## src/design/ucd_pkg.sv

```systemverilog
`timescale 1ns / 1ps

package ucd_pkg;

    // descriptor types and minimum lengths
    localparam logic [7:0] TYPE_INTERFACE = 8'd4;
    localparam logic [7:0] TYPE_ENDPOINT  = 8'd5;
    localparam logic [7:0] IFACE_MIN_LEN  = 8'd9;
    localparam logic [7:0] EP_MIN_LEN     = 8'd7;
    localparam logic [7:0] DESC_MIN_LEN   = 8'd2;

    // byte offsets inside a descriptor
    localparam logic [7:0] OFS_LENGTH    = 8'd0;
    localparam logic [7:0] OFS_TYPE      = 8'd1;
    localparam logic [7:0] OFS_CLASS     = 8'd5;
    localparam logic [7:0] OFS_SUBCLASS  = 8'd6;
    localparam logic [7:0] OFS_PROTOCOL  = 8'd7;
    localparam logic [7:0] OFS_EP_ADDR   = 8'd2;
    localparam logic [7:0] OFS_EP_ATTR   = 8'd3;
    localparam logic [7:0] OFS_EP_PKT_LO = 8'd4;
    localparam logic [7:0] OFS_EP_PKT_HI = 8'd5;

    // endpoint fields
    localparam logic [1:0] ATTR_BULK   = 2'd2;
    localparam int         DIR_IN_BIT  = 7;
    localparam logic [2:0] CODE_ALL    = 3'b111;

    // match register reset values
    localparam logic [7:0] RST_MATCH_CLASS    = 8'h08;
    localparam logic [7:0] RST_MATCH_SUBCLASS = 8'h06;
    localparam logic [7:0] RST_MATCH_PROTOCOL = 8'h50;

    // register indexes of the configuration port
    typedef enum logic [1:0] {
        CFG_MATCH_CLASS    = 2'd0,
        CFG_MATCH_SUBCLASS = 2'd1,
        CFG_MATCH_PROTOCOL = 2'd2
    } cfg_index_t;

    typedef struct packed {
        logic [7:0] desc_byte;
        logic       final_byte;
    } desc_item_t;

    typedef struct packed {
        logic        found;
        logic [3:0]  in_endpoint;
        logic [15:0] in_packet_size;
        logic [6:0]  out_endpoint;
        logic [15:0] out_packet_size;
    } res_item_t;

    typedef struct packed {
        logic [7:0] match_class;
        logic [7:0] match_subclass;
        logic [7:0] match_protocol;
    } match_cfg_t;

endpackage

```

## src/design/ucd_parser.sv

```systemverilog
`timescale 1ns / 1ps

module ucd_parser (
    input  logic              clk,
    input  logic              rst_n,
    input  logic              take,
    input  ucd_pkg::desc_item_t desc,
    input  ucd_pkg::match_cfg_t cfg,
    output ucd_pkg::res_item_t  result
);
    import ucd_pkg::*;

    logic [7:0]  byte_offset_reg, byte_offset_next;
    logic [7:0]  cur_length_reg, cur_length_next;
    logic [7:0]  cur_type_reg, cur_type_next;
    logic        halted_reg, halted_next;
    logic        in_match_reg, in_match_next;
    logic [2:0]  code_match_reg, code_match_next;
    logic [7:0]  staged_addr_reg, staged_addr_next;
    logic [1:0]  staged_attr_reg, staged_attr_next;
    logic [15:0] staged_pkt_reg, staged_pkt_next;
    logic [3:0]  held_in_ep_reg, held_in_ep_next;
    logic [15:0] held_in_pkt_reg, held_in_pkt_next;
    logic [6:0]  held_out_ep_reg, held_out_ep_next;
    logic [15:0] held_out_pkt_reg, held_out_pkt_next;

    logic [7:0] b;
    logic       desc_done;

    assign b = desc.desc_byte;

    // field capture, descriptor end and commit
    always_comb
    begin
        byte_offset_next  = byte_offset_reg;
        cur_length_next   = cur_length_reg;
        cur_type_next     = cur_type_reg;
        halted_next       = halted_reg;
        in_match_next     = in_match_reg;
        code_match_next   = code_match_reg;
        staged_addr_next  = staged_addr_reg;
        staged_attr_next  = staged_attr_reg;
        staged_pkt_next   = staged_pkt_reg;
        held_in_ep_next   = held_in_ep_reg;
        held_in_pkt_next  = held_in_pkt_reg;
        held_out_ep_next  = held_out_ep_reg;
        held_out_pkt_next = held_out_pkt_reg;
        desc_done         = 1'b0;

        if (!halted_reg)
        begin
            if (byte_offset_reg == OFS_LENGTH)
            begin
                cur_length_next  = b;
                cur_type_next    = '0;
                code_match_next  = '0;
                staged_addr_next = '0;
                staged_attr_next = '0;
                staged_pkt_next  = '0;
            end
            else if (byte_offset_reg == OFS_TYPE)
            begin
                cur_type_next = b;
            end
            else if (cur_type_reg == TYPE_INTERFACE)
            begin
                if (byte_offset_reg == OFS_CLASS && b == cfg.match_class)
                    code_match_next[0] = 1'b1;
                if (byte_offset_reg == OFS_SUBCLASS && b == cfg.match_subclass)
                    code_match_next[1] = 1'b1;
                if (byte_offset_reg == OFS_PROTOCOL && b == cfg.match_protocol)
                    code_match_next[2] = 1'b1;
            end
            else if (cur_type_reg == TYPE_ENDPOINT)
            begin
                if (byte_offset_reg == OFS_EP_ADDR)
                    staged_addr_next = b;
                if (byte_offset_reg == OFS_EP_ATTR)
                    staged_attr_next = b[1:0];
                if (byte_offset_reg == OFS_EP_PKT_LO)
                    staged_pkt_next[7:0] = b;
                if (byte_offset_reg == OFS_EP_PKT_HI)
                    staged_pkt_next[15:8] = b;
            end

            // a length below two stops parsing for the rest of the buffer
            if (byte_offset_reg == OFS_LENGTH && b < DESC_MIN_LEN)
            begin
                halted_next = 1'b1;
            end
            else if (({1'b0, byte_offset_reg} + 9'd1) >= {1'b0, cur_length_next})
            begin
                desc_done        = 1'b1;
                byte_offset_next = '0;
            end
            else
            begin
                byte_offset_next = byte_offset_reg + 8'd1;
            end

            // commit the descriptor once its last byte is in
            if (desc_done)
            begin
                if (cur_type_next == TYPE_INTERFACE)
                begin
                    in_match_next = (cur_length_next >= IFACE_MIN_LEN) &&
                                    (code_match_next == CODE_ALL);
                end
                else if (cur_type_next == TYPE_ENDPOINT && in_match_reg &&
                         cur_length_next >= EP_MIN_LEN && staged_attr_next == ATTR_BULK)
                begin
                    if (staged_addr_next[DIR_IN_BIT])
                    begin
                        held_in_ep_next  = staged_addr_next[3:0];
                        held_in_pkt_next = staged_pkt_next;
                    end
                    else
                    begin
                        held_out_ep_next  = staged_addr_next[6:0];
                        held_out_pkt_next = staged_pkt_next;
                    end
                end
            end
        end
    end

    // result as it stands after this byte
    always_comb
    begin
        result.found           = (held_in_ep_next != '0) && (held_out_ep_next != '0);
        result.in_endpoint     = held_in_ep_next;
        result.in_packet_size  = held_in_pkt_next;
        result.out_endpoint    = held_out_ep_next;
        result.out_packet_size = held_out_pkt_next;
    end

    // parser state, cleared after the final byte
    always_ff @(posedge clk or negedge rst_n)
    begin
        if (!rst_n)
        begin
            byte_offset_reg  <= '0;
            cur_length_reg   <= '0;
            cur_type_reg     <= '0;
            halted_reg       <= 1'b0;
            in_match_reg     <= 1'b0;
            code_match_reg   <= '0;
            staged_addr_reg  <= '0;
            staged_attr_reg  <= '0;
            staged_pkt_reg   <= '0;
            held_in_ep_reg   <= '0;
            held_in_pkt_reg  <= '0;
            held_out_ep_reg  <= '0;
            held_out_pkt_reg <= '0;
        end
        else if (take)
        begin
            if (desc.final_byte)
            begin
                byte_offset_reg  <= '0;
                cur_length_reg   <= '0;
                cur_type_reg     <= '0;
                halted_reg       <= 1'b0;
                in_match_reg     <= 1'b0;
                code_match_reg   <= '0;
                staged_addr_reg  <= '0;
                staged_attr_reg  <= '0;
                staged_pkt_reg   <= '0;
                held_in_ep_reg   <= '0;
                held_in_pkt_reg  <= '0;
                held_out_ep_reg  <= '0;
                held_out_pkt_reg <= '0;
            end
            else
            begin
                byte_offset_reg  <= byte_offset_next;
                cur_length_reg   <= cur_length_next;
                cur_type_reg     <= cur_type_next;
                halted_reg       <= halted_next;
                in_match_reg     <= in_match_next;
                code_match_reg   <= code_match_next;
                staged_addr_reg  <= staged_addr_next;
                staged_attr_reg  <= staged_attr_next;
                staged_pkt_reg   <= staged_pkt_next;
                held_in_ep_reg   <= held_in_ep_next;
                held_in_pkt_reg  <= held_in_pkt_next;
                held_out_ep_reg  <= held_out_ep_next;
                held_out_pkt_reg <= held_out_pkt_next;
            end
        end
    end

endmodule

```

## src/design/usb_config_descriptor_msd_finder.sv

```systemverilog
`timescale 1ns / 1ps
// the result item is registered when the final byte is accepted and is valid from the next cycle
// throughput: one descriptor byte per cycle while desc_stall is low, as the parser updates on every accepted byte
// a final byte waits only while the previous result is still held in the output register
// reset (rst_n low, asynchronous): parser state clears, match registers return to
// class 0x08, subclass 0x06, protocol 0x50, no result is pending

module usb_config_descriptor_msd_finder (
    input  logic                clk,
    input  logic                rst_n,
    input  logic                desc_valid,
    output logic                desc_stall,
    input  ucd_pkg::desc_item_t desc,
    output logic                res_valid,
    input  logic                res_stall,
    output ucd_pkg::res_item_t  res,
    input  logic                cfg_valid,
    output logic                cfg_ready,
    input  logic [1:0]          cfg_index,
    input  logic [7:0]          cfg_data
);
    import ucd_pkg::*;

    match_cfg_t cfg_reg;
    logic       res_valid_reg;
    res_item_t  res_reg;
    res_item_t  res_next;
    logic       take;

    // non-final bytes flow even while a result waits
    assign desc_stall = res_valid_reg && res_stall && desc.final_byte;
    assign take       = desc_valid && !desc_stall;
    assign cfg_ready  = 1'b1;

    ucd_parser u_parser (
        .clk    (clk),
        .rst_n  (rst_n),
        .take   (take),
        .desc   (desc),
        .cfg    (cfg_reg),
        .result (res_next)
    );

    // match registers
    always_ff @(posedge clk or negedge rst_n)
    begin
        if (!rst_n)
        begin
            cfg_reg.match_class    <= RST_MATCH_CLASS;
            cfg_reg.match_subclass <= RST_MATCH_SUBCLASS;
            cfg_reg.match_protocol <= RST_MATCH_PROTOCOL;
        end
        else if (cfg_valid && cfg_ready)
        begin
            case (cfg_index)
                CFG_MATCH_CLASS:    cfg_reg.match_class    <= cfg_data;
                CFG_MATCH_SUBCLASS: cfg_reg.match_subclass <= cfg_data;
                CFG_MATCH_PROTOCOL: cfg_reg.match_protocol <= cfg_data;
                default:            cfg_reg                <= cfg_reg;
            endcase
        end
    end

    // result valid flag
    always_ff @(posedge clk or negedge rst_n)
    begin
        if (!rst_n)
            res_valid_reg <= 1'b0;
        else if (take && desc.final_byte)
            res_valid_reg <= 1'b1;
        else if (!res_stall)
            res_valid_reg <= 1'b0;
    end

    // result payload
    always_ff @(posedge clk)
    begin
        if (take && desc.final_byte)
            res_reg <= res_next;
    end

    assign res_valid = res_valid_reg;
    assign res       = res_reg;

endmodule

```

## config.mk

```make
export PLATFORM = sky130hd
export DESIGN_NAME = usb_config_descriptor_msd_finder
export DESIGN_NICKNAME = d
export VERILOG_FILES = /design/src/design/ucd_pkg.sv /design/src/design/ucd_parser.sv /design/src/design/usb_config_descriptor_msd_finder.sv
export SDC_FILE = /design/constraint.sdc
export NUM_CORES = 1
export LEC_CHECK = 0
export ABC_AREA = 1
export BUFFER_PORTS_ARGS = -buffer_cell sky130_fd_sc_hd__buf_2
export CORE_MARGIN = 3
export CORE_UTILIZATION = 40
export CTS_BUF_LIST = sky130_fd_sc_hd__clkbuf_2
export DETAILED_ROUTE_END_ITERATION = 8
export HOLD_SLACK_MARGIN = 0.15
export PLACE_DENSITY = 0.61
export SETUP_SLACK_MARGIN = 0.3
export SLEW_MARGIN = 20
export SYNTH_ARGS = -nofsm -noshare
export SYNTH_HDL_FRONTEND = slang
export SYNTH_SLANG_ARGS = --single-unit
```

## constraint.sdc

```tcl
create_clock -name clk -period 3.4 [get_ports clk]
set_input_delay 0.34 -clock clk [delete_from_list [all_inputs] [get_ports clk]]
set_output_delay 0.34 -clock clk [all_outputs]
set_load 0.05 [all_outputs]
```

; ---- Word-level counts from Yosys, hierarchy flattened
; Cells that the tools add are included.
[classes]
add_sub_neg = 2
n_lt_le_gt_ge = 4
n_eq_ne = 21
n_mux = 82
n_reduce_logical = 26
[op_table]
columns = op, count
row1 = $mux W16, 18
row2 = $mux W8, 23
row3 = $eq A8 B3 Y1 const B, 8
row4 = $mux W7, 6
row5 = $eq A8 B8 Y1, 3
row6 = $mux W4, 6
row7 = $mux W3, 6
row8 = $eq A8 B2 Y1 const B, 2
row9 = $mux W2, 8
row10 = $mux W1, 15
row11 = $logic_and A1 B1 Y1, 13
row12 = $add A8 B1 Y9 const B, 1
row13 = $ge A9 B8 Y1, 1
row14 = $add A8 B1 Y8 const B, 1
row15 = $eq A8 B1 Y1 const B, 1
row16 = $ge A8 B3 Y1 const B, 1
row17 = $ge A8 B4 Y1 const B, 1
row18 = $logic_not A8 Y1, 1
row19 = $lt A8 B2 Y1 const B, 1
row20 = $reduce_and A2 Y1, 4
row21 = $reduce_bool A7 Y1, 1
row22 = $eq A2 B2 Y1 const B, 2
row23 = $ne A2 B2 Y1 const B, 2
row24 = $reduce_and A4 Y1, 1
row25 = other kinds (8), 9
[totals]
reg_bits = 167
input_bits = 24
output_inout_bits = 47
elab_cells = 157

; ---- Depth between registers and ports, before layout
; Gate-level depths: netlist of run 1.
[depth]
ltp_word = 15
depth_mapped = 26
ltp_nobuf = 25

; ---- Hierarchy
; From an unflattened synthesis of run 1, not the netlist that was laid out.
[unflattened]
hier_cells = 972
hier_area_um2 = 8406.8
[by_module_without_submodules]
columns = mod, n_inst, cells_per_inst, area_each_um2, seq_area_each_um2
row1 = ucd_parser, 1, 810, 5963.2, 2452.4
row2 = usb_config_descriptor_msd_finder, 1, 162, 2443.6, 1953.1

; ---- Least setup slack after synthesis of run 1
; OpenSTA, ideal clock, no wires.
[synth_path]
path_kind = flip-flop to flip-flop
start = register u_parser.byte_offset_reg[0]
end = register res_reg (netlist bit res[43]), data pin
setup_ps = 255
arrival_time_ps = 2860
required_time_ps = 3145
path_slack_ps = 285
path_stages_with_launch = 26
path_buffers = 2
period_less_slack_ps = 3115
path_cell_list = dfrtp_1 -> inv_1 -> ha_1 -> nand2_1 -> nor2_4 -> buf_6 -> nor2_1 -> nor2_2 -> inv_1 -> ha_1 -> nand2_1 -> o21ai_0 -> a21oi_1 -> nand2_1 -> nand2_1 -> nand2_1 -> nand2_1 -> nand2_2 -> nand3_2 -> nor2_4 -> buf_6 -> nand2_1 -> nand2_1 -> nand2_1 -> nor2_2 -> a21oi_2
[synth_lines]
columns = item, line
row1 = from (decl), ucd_parser.sv:13  ; logic [7:0] byte_offset_reg, byte_offset_next;
row2 = from (signal assigned), ucd_parser.sv:176  ; byte_offset_reg <= byte_offset_next;
row3 = to (signal assigned), usb_config_descriptor_msd_finder.sv:79  ; res_reg <= res_next;
row4 = to (decl), usb_config_descriptor_msd_finder.sv:26  ; res_item_t res_reg;

==> key figures, run 1 <==
Critical path
  – Slowest cell on the critical path: sky130_fd_sc_hd__dfrtp_1
  – Data arrival time of the critical path: 3.65 ns
  – Critical path data required time: 3.95 ns
  – Cell mode on critical path: sky130_fd_sc_hd__nand2_2
  – Longest individual stage delay on the worst path: 0.41 ns
  – Crit path max fanout: 7
  – Worst Setup End Kind: flip-flop
  – Worst Setup Start Kind: flip-flop
  – Critical path, cell by cell: buf_4, inv_1, nor3_4, nand3_2, nor2_2, nand2_2, xor2_2, inv_1, ha_1, nand2_1, a21oi_2, nand2_2, nand2_4, buf_6, nand3_4, nor2_4, buf_12, nand2_2, nand2_2, nand2_2, nor2_4, a21oi_2
  – Critical path start-end classification: reg2reg

STA
  – Achievable clock frequency: 0.323 GHz
  – Final slew viol count: 0
  – Final clock period utilization by the worst path: 91.2%
  – Final setup slack of the worst path: 0.301 ns
  – # setup viols final: 0
  – Accumulated negative setup slack: 0 ns
  – RSZ-0062 raised after global routing: yes
  – Hold Worst Slack: 0.217 ns
  – Final hold violations: 0
  – Final worst path period need: 3.10 ns
  – Actual transition at the worst max-transition pin: 0.834 ns
  – Worst slew margin: 43.8%
  – Clk_skew: 0.0460 ns

Routing
  – Pre-Repair DR Iteration Count: 5
  – Drt via density: 5.07
  – DRC viols: 0
  – Drt total wl: 21700 um
  – Overall via count from detail_route: 6916
  – Detailed Route Iter0 Violations: 577
  – Routed WL per cell: 15.9 um
  – Post-detailed-route count of antenna-violating nets: 0

Clock network
  – TritonCTS clock tree: built
  – Max clock buf depth: 2
  – CTS buffer count: 17
  – CTS Root Cell: sky130_fd_sc_hd__clkbuf_2
  – Clock transition at the register clock pins on the worst setup and hold paths after CTS: 0.24 ns
  – Number of sinks driven by the clock tree: 167
  – Depth of the CTS H-tree: 4
  – Clk Latency, worst-skew pair: 0.76 ns

Cells and area
  – Reg area: 4410 um2
  – Multi-input combinational cell area: 3510 um2
  – Final design area excluding fillers: 10400 um2
  – Number of fill cells: 1920
  – Number of nets in the finished design: 1114
  – Commonest cells after routing, fill and taps aside: sky130_fd_sc_hd__nand2_1 (175), sky130_fd_sc_hd__inv_1 (144), sky130_fd_sc_hd__dfrtp_1 (117), sky130_fd_sc_hd__o21ai_0 (69), sky130_fd_sc_hd__buf_2 (68)
  – Flip-flop count of the largest register, all copies and words added: 44
  – Fraction of final layout cells sized beyond drive strength 1: 27.3%
  – Number of antenna cells inserted: 0
  – Most common cell after layout, fill and taps aside: sky130_fd_sc_hd__nand2_1
  – Syn-to-layout area delta: 25.2%

Logic synthesis
  – Sequential-to-total area share from yosys stat: 53.0%
  – Netlist area before placement: 8310 um2
  – Count of synthesis-stage warnings from yosys: 0
  – Cells after synthesis: 942
  – Adder-cell area share of the yosys netlist: 1.51%
  – Post-synth EDFFs: 44
  – Seq cells post-synth: 167
  – Compound-cell area share of the yosys netlist: 15.4%
  – Mux cell area share after synthesis: 0%
  – Mapped Avg Cell Area: 8.82 um2
  – Synthesized-area fraction occupied by and/or/nand/nor cells: 18.7%
  – Top_reg_cell synth: sky130_fd_sc_hd__dfrtp_1
  – Combinational family with the most area after synthesis: simple AND/OR/NAND/NOR gates
  – Async S/R FF share, synth: 73.7%
  – Xor/xnor cell area share of the yosys netlist: 1.90%
  – Number of distinct library cells after synthesis: 45
  – Net Count, Synth: 976

Pwr
  – Internal cell power: 3.44 mW
  – Sequential group share of total power: 41.5%
  – Portion of total power attributed to the clock network: 22.4%
  – Power share of the combinational group: 36.1%
  – Pwr/cell area: 525 nW/um2
  – Switching power: 2.02 mW
  – Leakage power summed over all cells: 4.89 nW
  – Sw frac: 37.0%
  – Maximum ir drop on the vdd rail: 0.350 mV

Floorplan
  – Die extent in y: 150 um
  – Standard-cell rows: 52
  – Initial cell density of the core: 40.9%
  – I/O pin total: 71
  – CORE AREA: 20300 um2
  – Overall die width: 150 um
  – Area of the die: 22500 um2

Global routing
  – Number of antenna violations at the first check in global routing: 0
  – Number of global-route vias before repair: 6342
  – Maximum number of pins on one net before global-route repair: 50
  – Wire length of the first global-routing pass: 33800 um
  – GR Util All Layers: 19.1%
  – Total congestion overflow after global routing: 0

Place
  – GPL Wtd Cong: 0.839
  – Buffers on Ports: 69
  – Half-perimeter wire length of the detailed placement result: 14100 um
  – Pre-CTS worst setup slack: 0.0732 ns
  – Placed instance area: 9010 um2

Run status
  – Result of the run: complete, no violations

Worst hold path
  – Class of the worst hold path: in2reg

Run
  – Max cap viols: 0
[power groups by stage]
stage | combinational (mW) | sequential (mW) | clock [mW]
2_1_floorplan | 1.10 | 2.36 | 0
3_3_place_gp | 1.50 | 2.30 | 0
3_5_place_dp | 1.51 | 2.30 | 0
4_1_cts | 1.76 | 2.26 | 1.25
5_1_grt | 2.15 | 2.28 | 1.34
6_report | 1.97 | 2.27 | 1.22
[synth_stat cells (2+ instances only)]
library cell / number / area (um2)
sky130_fd_sc_hd__a21oi_1: 25 / 125
sky130_fd_sc_hd__a221oi_1: 2 / 17.5
sky130_fd_sc_hd__a22o_1: 7 / 61.3
sky130_fd_sc_hd__buf_2: 4 / 20.0
sky130_fd_sc_hd__buf_4: 2 / 15.0
sky130_fd_sc_hd__buf_6: 4 / 45.0
sky130_fd_sc_hd__clkbuf_1: 27 / 101
sky130_fd_sc_hd__clkinv_1: 2 / 7.51
sky130_fd_sc_hd__dfrtp_1: 118 / 2950
sky130_fd_sc_hd__dfstp_2: 5 / 131
sky130_fd_sc_hd__edfxtp_1: 44 / 1320
sky130_fd_sc_hd__ha_1: 10 / 125
sky130_fd_sc_hd__inv_1: 149 / 559
sky130_fd_sc_hd__inv_2: 3 / 11.3
sky130_fd_sc_hd__nand2_1: 204 / 766
sky130_fd_sc_hd__nand2_2: 6 / 37.5
sky130_fd_sc_hd__nand3_1: 23 / 115
sky130_fd_sc_hd__nand3_2: 10 / 100
sky130_fd_sc_hd__nand4_1: 14 / 87.6
sky130_fd_sc_hd__nor2_1: 39 / 146
sky130_fd_sc_hd__nor2_2: 9 / 56.3
sky130_fd_sc_hd__nor2_4: 9 / 101
sky130_fd_sc_hd__nor3_1: 13 / 65.1
sky130_fd_sc_hd__o211ai_1: 3 / 22.5
sky130_fd_sc_hd__o21a_1: 2 / 15.0
sky130_fd_sc_hd__o21ai_0: 81 / 405
sky130_fd_sc_hd__o21ai_1: 34 / 170
sky130_fd_sc_hd__o21ai_2: 10 / 87.6
sky130_fd_sc_hd__o22ai_1: 51 / 319
sky130_fd_sc_hd__xnor2_1: 6 / 52.6
sky130_fd_sc_hd__xor2_1: 12 / 105
[layer usage]
metal  vias up  track usage (%)  part of all wire [%]  routed length, um
met5         -                0                     0                  0
met4         0             4.48                   1.3                280
met3        21             3.85                   4.3                937
met2       167             31.0                    49              10600
met1      3349             26.5                    46               9900
li1       3379                -                     -                  -
[metrics by stage]
stage                     total power [mW]  std cells  util (%)
after global routing                  5.78       1363      51.2
final                                 5.46       1363      51.2
after floorplan                       3.46        942         -
after global placement                3.80       1267      44.4
after CTS                             5.27       1342      48.5
after detailed placement              3.81       1267      44.4
[critical path, delay by kind of cell, from the launching register on]
family | cells | cell delay [ns]
DFF | 1 | 0.41
and+or+nand+nor | 13 | 1.34
xor gates and xnor gates | 1 | 0.16
AOI/OAI and AO/OA | 2 | 0.16
adders and majority gates | 1 | 0.26
buffers and inverters | 5 | 0.57
[kinds of logic (layout without fill, tap and decap cells)]
family,after synthesis,count (layout)
flip-flops,167,167
AO/OA/AOI/OAI,221,221
buffers and inverters,193,344
adder cells (fa/ha/maj),10,10
other,1,1
XOR/XNOR,18,18
AND/OR/NAND/NOR,332,332
[timing repair]
item	in CTS	in global routing
buffers inserted	19	18
gates cloned	2	2
hold buffers	22	1
resized for setup	25	95
pin swaps	13	37
hold endpoints to repair	181	5
setup endpoints to repair	52	77
[worst paths after layout]
| kind | startpoint | endpoint | slack (ns) | cells past startpoint |
|---|---|---|---|---|
| setup / recovery | u_parser.byte_offset_reg[2] | res[43] | 0.30 | 22 |
| hold / removal | cfg_valid | cfg_reg[9] | 0.22 | 3 |
| setup reg to reg | u_parser.byte_offset_reg[2] | res[43] | 0.30 | 22 |
| hold reg to reg | cfg_reg[6] | cfg_reg[6] | 0.52 | 2 |
| max in group asynchronous | rst_n | u_parser.cur_length_reg[0] | 2.22 | 4 |
| min in group asynchronous | rst_n | cfg_reg[19] | 0.74 | 3 |
[final cells by class]
type,instances,share of cell area (%)
clock buffer,20,0.962
inverter,155,5.69
timing repair buffer,157,12.4
clock inverter,12,1.68
multi-input combinational,582,33.7
tap,270,3.25
sequential,167,42.4
No activity file was read; power rests on OpenSTA's default activity.
==> run 2, diff against run 1 <==
Settings changed: ABC_AREA 1 to default.
==> key figures, run 2 <==
Run status
  – Result of the run: finished, violations left
  – Violations in the final reports: negative setup slack

Cells and area
  – Number of cells in the finished layout apart from fillers: 1089 (-20%)
  – Number of antenna cells inserted: 0 (unchanged)
  – Share of the core filled with cells in the final layout: 52.7% (+1.5 points)
  – Final design area excluding fillers: 10400 um2 (-0.43%)
  – Commonest cells after routing, fill and taps aside: sky130_fd_sc_hd__dfrtp_1 (118), sky130_fd_sc_hd__a22o_1 (80), sky130_fd_sc_hd__buf_2 (68), sky130_fd_sc_hd__buf_4 (60), sky130_fd_sc_hd__edfxtp_1 (44)
  – Syn-to-layout area delta: 28.1%
  – Most common cell after layout, fill and taps aside: sky130_fd_sc_hd__dfrtp_1
  – Fraction of final layout cells sized beyond drive strength 1: 38.2% (+11 points)
  – Number of nets in the finished design: 845 (-24%)
  – Flip-flop count of the largest register, all copies and words added: 44 (unchanged)

Logic synthesis
  – Most common cell in the synthesized netlist: sky130_fd_sc_hd__dfrtp_1
  – Async S/R FF share, synth: 73.7% (unchanged)
  – Sequential-to-total area share from yosys stat: 54.5% (+1.5 points)
  – Cells after synthesis: 656 (-30%)
  – Number of distinct library cells after synthesis: 64 (+42%)
  – Count of synthesis-stage warnings from yosys: 0 (unchanged)
  – Top_reg_cell synth: sky130_fd_sc_hd__dfrtp_1
  – Mapped Avg Cell Area: 12.3 um2 (+40%)
  – Area share of the largest cell type after synthesis: 36.5% (+1.0 points)
  – Seq cells post-synth: 167 (unchanged)
  – Cell types with the largest area share after synthesis: sky130_fd_sc_hd__dfrtp_1 (37%), sky130_fd_sc_hd__edfxtp_1 (16%), sky130_fd_sc_hd__mux2_2 (8.8%)
  – Area leader, netlist: sky130_fd_sc_hd__dfrtp_1
  – Post-synth EDFFs: 44 (unchanged)
  – Leading cell types by count after synthesis: sky130_fd_sc_hd__dfrtp_1 (118), sky130_fd_sc_hd__a22o_1 (80), sky130_fd_sc_hd__mux2_2 (63)
  – Net Count, Synth: 690 (-29%)
  – Netlist area before placement: 8080 um2 (-2.7%)

Place
  – Cell count after placement: 1014 (-20%)
  – Buffers on Ports: 69 (unchanged)
  – Placed instance area: 9300 um2 (+3.2%)
  – Half-perimeter wire length of the detailed placement result: 14500 um (+3.0%)
  – Pre-CTS worst setup slack: -0.121 ns (-0.194 ns)
  – GPL Wtd Cong: 0.877 (+4.6%)

Clock network
  – Clock transition at the register clock pins on the worst setup and hold paths after CTS: 0.28 ns (+0.04 ns)
  – Number of sinks driven by the clock tree: 167 (unchanged)
  – CTS Root Cell: sky130_fd_sc_hd__clkbuf_2
  – Depth of the CTS H-tree: 4 (unchanged)
  – TritonCTS clock tree: built
  – CTS buffer count: 17 (unchanged)
  – Max clock buf depth: 2 (unchanged)
  – Clk Latency, worst-skew pair: 0.77 ns (about the same)

STA
  – Accumulated negative setup slack: -0.449 ns (-0.449 ns)
  – # setup viols final: 26 (+26)
  – Achievable clock frequency: 0.291 GHz (-9.7%)
  – Final setup slack of the worst path: -0.0322 ns (-0.333 ns)
  – Final hold violations: 0 (unchanged)
  – RSZ-0062 raised after global routing: yes
  – Clk_skew: 0.0307 ns (-0.0153 ns)
  – Worst slew margin: 54.2% (+10 points)
  – Hold Worst Slack: 0.351 ns (+0.134 ns)
  – Final clock period utilization by the worst path: 101% (+9.8 points)
  – Actual transition at the worst max-transition pin: 0.678 ns (-0.156 ns)
  – Final worst path period need: 3.43 ns (+0.333 ns)
  – Final slew viol count: 0 (unchanged)

Routing
  – Routed WL per cell: 20.3 um (+28%)
  – Post-detailed-route count of antenna-violating nets: 0 (unchanged)
  – Drt total wl: 22200 um (+2.1%)
  – Sum of met3 wire segment lengths after detailed routing: 1130 um (+21%)
  – Drt via density: 5.62 (+11%)
  – Pre-Repair DR Iteration Count: 5 (unchanged)
  – Overall via count from detail_route: 6124 (-11%)
  – Routed length on met2: 10700 um (+1.1%)
  – Highest metal layer used by the detailed router: met4
  – Post-Route M1 WL: 9830 um (-0.69%)
  – Detailed Route Iter0 Violations: 450 (-22%)
  – DRC viols: 0 (unchanged)

Floorplan
  – Standard-cell rows: 51 (-1.9%)
  – I/O pin total: 71 (unchanged)
  – Initial cell density of the core: 41.1% (+0.19 points)
  – CORE AREA: 19700 um2 (-3.2%)
  – Overall die width: 148 um (-1.3%)
  – Area of the die: 22000 um2 (-2.6%)
  – Die extent in y: 148 um (-1.3%)

Critical path
  – Data arrival time of the critical path: 4.01 ns (+0.36 ns)
  – Worst Setup End Kind: flip-flop
  – Critical path start-end classification: reg2reg
  – Longest individual stage delay on the worst path: 0.46 ns (+0.05 ns)
  – Slowest cell on the critical path: sky130_fd_sc_hd__dfrtp_1
  – Count of buffer and inverter cells on the critical path: 2 (-3)
  – Critical path data required time: 3.98 ns (+0.03 ns)
  – Critical path, cell by cell: nor3_4, nand3_2, mux2i_2, inv_1, ha_1, nand2b_4, a2111oi_4, nor2_1, a311o_1, o2111a_2, nand2_4, clkbuf_16, mux2_2
  – Worst Setup Start Kind: flip-flop
  – Family with the most delay on the worst path: compound AO/OA/AOI/OAI gates
  – Crit path max fanout: 10 (+3)

Global routing
  – Total congestion overflow after global routing: 0 (unchanged)
  – Wire length of the first global-routing pass: 34800 um (+3.1%)
  – Number of global-route vias before repair: 6148 (-3.1%)
  – GR Util All Layers: 20.2% (+1.1 points)
  – Maximum number of pins on one net before global-route repair: 91 (+82%)
  – Number of antenna violations at the first check in global routing: 0 (unchanged)

Pwr
  – Pwr/cell area: 413 nW/um2 (-21%)
  – Final Total Pwr: 4.28 mW (-22%)
  – Leakage power summed over all cells: 4.81 nW (-1.7%)
  – Maximum ir drop on the vdd rail: 0.175 mV (-50%)

Run
  – Max cap viols: 0 (unchanged)

Worst hold path
  – Class of the worst hold path: in2reg
run 2: report_power, final:
part           internal, mW  switching [mW]
logic                 0.390           0.528
clock network         0.312           0.821
registers              2.16          0.0654
run 2: final timing paths:
path                                             start                          end  slack (ns)  cells after the start
max                        u_parser.byte_offset_reg[3]                      res[33]       -0.03                     13
min                                        cfg_data[1]                   cfg_reg[9]        0.35                      3
max reg2reg                u_parser.byte_offset_reg[3]                      res[33]       -0.03                     13
min reg2reg                 u_parser.code_match_reg[2]   u_parser.code_match_reg[2]        0.52                      2
max in group asynchronous                        rst_n                   cfg_reg[6]        2.24                      4
min in group asynchronous                        rst_n  u_parser.held_in_pkt_reg[9]        0.61                      4
run 2: what timing repair did:
action	in CTS	in global routing
hold endpoints to repair	167	1
hold buffers	25	1
resized for setup	24	47
pin swaps	3	12
endpoints found under the setup margin	99	112
setup buffers	5	6
gates cloned	4	2
run 2: worst min-delay path: stages:
cell and delay, ns:
sky130_fd_sc_hd__dlygate4sd3_1 0.52, sky130_fd_sc_hd__buf_2 0.11, sky130_fd_sc_hd__mux2_2 0.14
run 2: final cells by class:
class,instances,area (um2)
clock buffer,19,95.1
clock inverter,13,156
fill,1734,9300
inverter,9,33.8
multi-input combinational,439,3870
sequential,167,4410
tap,265,332
timing repair buffer,177,1470
run 2: cell families after synthesis:
kind of cell,share of synthesized area (%)
buffers and inverters,2.93
AO/OA/AOI/OAI,14.5
other,0.0464
multiplexers,13.5
adder cells (fa/ha/maj),1.55
flip-flops,54.5
XOR/XNOR,3.03
AND/OR/NAND/NOR,9.95
run 2: layer usage:
| layer | GRT usage (%) | up-vias |
|---|---|---|
| met5 | 0 | - |
| met4 | 5.91 | 0 |
| met3 | 4.24 | 48 |
| met2 | 32.8 | 223 |
| met1 | 27.5 | 3073 |
| li1 | - | 2780 |
==> run 3, diff against run 2 <==
--- a/config.mk
+++ b/config.mk
@@ -14,2 +14,3 @@
 export PLACE_DENSITY = 0.61
+export RECOVER_POWER = 50
 export SETUP_SLACK_MARGIN = 0.3
==> constraint.sdc (replaced) <==
create_clock -name clk -period 3.3 [get_ports clk]
set_input_delay 0.33 -clock clk [delete_from_list [all_inputs] [get_ports clk]]
set_output_delay 0.33 -clock clk [all_outputs]
set_load 0.1 [all_outputs]
==> key figures, run 3 (same netlist as run 2, synthesis figures left out) <==
STA
  – Final slew viol count: 75 (+75)
  – Clk_skew: 0.0490 ns (+0.0183 ns)
  – Hold Worst Slack: 0.286 ns (-0.0649 ns)
  – Final clock period utilization by the worst path: 103% (+2.3 points)
  – Worst slew margin: -27.2% (-81 points)
  – Final worst path period need: 3.41 ns (-0.0242 ns)
  – Accumulated negative setup slack: -2.43 ns (-1.98 ns)
  – RSZ-0062 raised after global routing: yes
  – Final setup slack of the worst path: -0.108 ns (-0.0758 ns)
  – # setup viols final: 50 (+92%)
  – Achievable clock frequency: 0.293 GHz (+0.71%)
  – Actual transition at the worst max-transition pin: 1.91 ns (+1.23 ns)
  – Final hold violations: 0 (unchanged)

Clock network
  – Clk Latency, worst-skew pair: 0.75 ns (-0.02 ns)
  – Clock transition at the register clock pins on the worst setup and hold paths after CTS: 0.29 ns (about the same)
  – Depth of the CTS H-tree: 4 (unchanged)
  – CTS Root Cell: sky130_fd_sc_hd__clkbuf_2
  – CTS buffer count: 17 (unchanged)
  – Max clock buf depth: 2 (unchanged)
  – TritonCTS clock tree: built
  – Number of sinks driven by the clock tree: 167 (unchanged)

Floorplan
  – CORE AREA: 19700 um2 (unchanged)
  – Initial cell density of the core: 41.1% (unchanged)
  – Area of the die: 22000 um2 (unchanged)
  – Overall die width: 148 um (unchanged)
  – I/O pin total: 71 (unchanged)
  – Die extent in y: 148 um (unchanged)
  – Standard-cell rows: 51 (unchanged)

Pwr
  – Final Total Pwr: 4.44 mW (+3.8%)
  – Maximum ir drop on the vdd rail: 0.220 mV (+26%)
  – Leakage power summed over all cells: 4.87 nW (+1.2%)
  – Pwr/cell area: 425 nW/um2 (+2.9%)

Run
  – Max cap viols: 1 (+1)

Global routing
  – GR Util All Layers: 19.7% (-0.50 points)
  – Total congestion overflow after global routing: 0 (unchanged)
  – Wire length of the first global-routing pass: 34000 um (-2.4%)
  – Number of antenna violations at the first check in global routing: 0 (unchanged)
  – Number of global-route vias before repair: 6013 (-2.2%)
  – Maximum number of pins on one net before global-route repair: 75 (-18%)

Critical path
  – Endpoint of the most critical register-to-register path: res[41]
  – Startpoint of the most critical register-to-register path: u_parser.byte_offset_reg[2]
  – Data arrival time of the critical path: 3.93 ns (-0.08 ns)
  – Crit path max fanout: 8 (-2)
  – Reg2reg path depth: 15 (+2)
  – Worst Setup Start Kind: flip-flop
  – CP startpoint: u_parser.byte_offset_reg[2]
  – Critical path data required time: 3.83 ns (-0.15 ns)
  – Critical path start-end classification: reg2reg
  – Worst Setup End Kind: flip-flop
  – Timing endpoint of the critical path: res[41]
  – Minimum setup slack among reg-to-reg paths: -0.11 ns (-0.08 ns)

Worst hold path
  – Class of the worst hold path: in2reg

Run status
  – Result of the run: finished, violations left
  – Violations in the final reports: max-capacitance violations, max-slew violations, negative setup slack

Cells and area
  – Number of fill cells: 1729 (-0.29%)
  – Share of the core filled with cells in the final layout: 53.2% (+0.46 points)
  – Commonest cells after routing, fill and taps aside: sky130_fd_sc_hd__dfrtp_1 (118), sky130_fd_sc_hd__a22o_1 (80), sky130_fd_sc_hd__buf_4 (68), sky130_fd_sc_hd__buf_2 (66), sky130_fd_sc_hd__edfxtp_1 (44)
  – Reg area: 4410 um2 (unchanged)
  – Multi-input combinational cell area: 3890 um2 (+0.49%)
  – Number of antenna cells inserted: 0 (unchanged)
  – Most common cell after layout, fill and taps aside: sky130_fd_sc_hd__dfrtp_1
  – Syn-to-layout area delta: 29.2%
  – Number of nets in the finished design: 854 (+1.1%)
  – Flip-flop count of the largest register, all copies and words added: 44 (unchanged)
  – Fraction of final layout cells sized beyond drive strength 1: 38.4% (+0.19 points)

Routing
  – Overall via count from detail_route: 6135 (+0.18%)
  – Post-detailed-route count of antenna-violating nets: 0 (unchanged)
  – DRC viols: 0 (unchanged)
  – Drt via density: 5.59 (-0.64%)
  – Drt total wl: 21700 um (-2.0%)
  – Routed WL per cell: 19.8 um (-2.8%)
  – Detailed Route Iter0 Violations: 439 (-2.4%)
  – Pre-Repair DR Iteration Count: 5 (unchanged)

Place
  – Half-perimeter wire length of the detailed placement result: 14600 um (+0.29%)
  – GPL Wtd Cong: 0.916 (+4.4%)
  – Buffers on Ports: 69 (unchanged)
-- run 3: changes by cell type in the layout (fill, tap and decap cells not counted), sizes merged --
cell and change:
buf +1, bufbuf +1, bufinv -1, clkbuf +5, clkinv +4, inv -1
-- run 3: layout make-up --
type,instances,share of cell area (%)
Timing Repair Buffer,186,14.6
Clock inverter,15,1.76
Tap cell,265,3.17
Sequential cell,167,42.2
Multi-Input combinational cell,439,37.2
Inverter,9,0.323
Clock buffer,17,0.814
-- run 3: worst max-delay path: stages (launching register included) --
cell	delay, ns
sky130_fd_sc_hd__dfrtp_1	0.47
sky130_fd_sc_hd__nor3_4	0.07
sky130_fd_sc_hd__buf_4	0.13
sky130_fd_sc_hd__buf_4	0.12
sky130_fd_sc_hd__buf_4	0.12
sky130_fd_sc_hd__buf_4	0.12
sky130_fd_sc_hd__buf_4	0.12
sky130_fd_sc_hd__buf_4	0.12
sky130_fd_sc_hd__nand2_1	0.22
sky130_fd_sc_hd__o311ai_1	0.18
sky130_fd_sc_hd__a2111oi_2	0.36
sky130_fd_sc_hd__buf_4	0.25
sky130_fd_sc_hd__o2111a_2	0.32
sky130_fd_sc_hd__nand2_4	0.10
sky130_fd_sc_hd__clkbuf_16	0.20
sky130_fd_sc_hd__mux2_4	0.29
-- run 3: worst min path at each step --
stage,depth (start not counted),end,from,slack [ns]
6_report,3,cfg_reg[6],cfg_valid,0.29
5_1_grt,3,cfg_reg[7],cfg_valid,0.23
4_1_cts,2,cfg_reg[18],rst_n,0.17
3_5_place_dp,1,u_parser.staged_attr_reg[1],u_parser.staged_attr_reg[1],0.49
3_3_place_gp,1,u_parser.cur_type_reg[2],u_parser.cur_type_reg[2],0.48
2_1_floorplan,0,cfg_reg[0],rst_n,0.03
-- run 3: metrics by stage --
step / setup WS [ns] / cells / cell area [um2]
after global placement: -0.0364 / 1021 / 9390
after detailed placement: -0.0898 / 1021 / 9390
final: -0.108 / 1098 / 10400
after floorplan: -0.161 / 656 / 8330
after global routing: -0.277 / 1098 / 10400
after CTS: -0.104 / 1091 / 10200
-- run 3: routing by layer --
layer / global-route usage, % / wire length, um / up-vias
li1: - / - / 2826
met1: 27.2 / 9980 / 3102
met2: 31.4 / 10300 / 184
met3: 3.84 / 997 / 23
met4: 6.42 / 430 / 0
met5: 0 / 0 / -
-- run 3: repair_timing --
item	4_1_cts	5_1_grt
endpoints found under the setup margin	101	112
pin swaps	19	7
gates cloned	3	4
endpoints found under the hold margin	117	0
gates resized for setup	30	34
buffers inserted	10	3
hold buffers	25	0
-- run 3: report_power, final --
group          switching (mW)  internal (mW)  leakage, nW
sequential             0.0667           2.23         2.11
clock                   0.868          0.265        0.153
combinational           0.593          0.419         2.61
total                    1.53           2.91         4.87
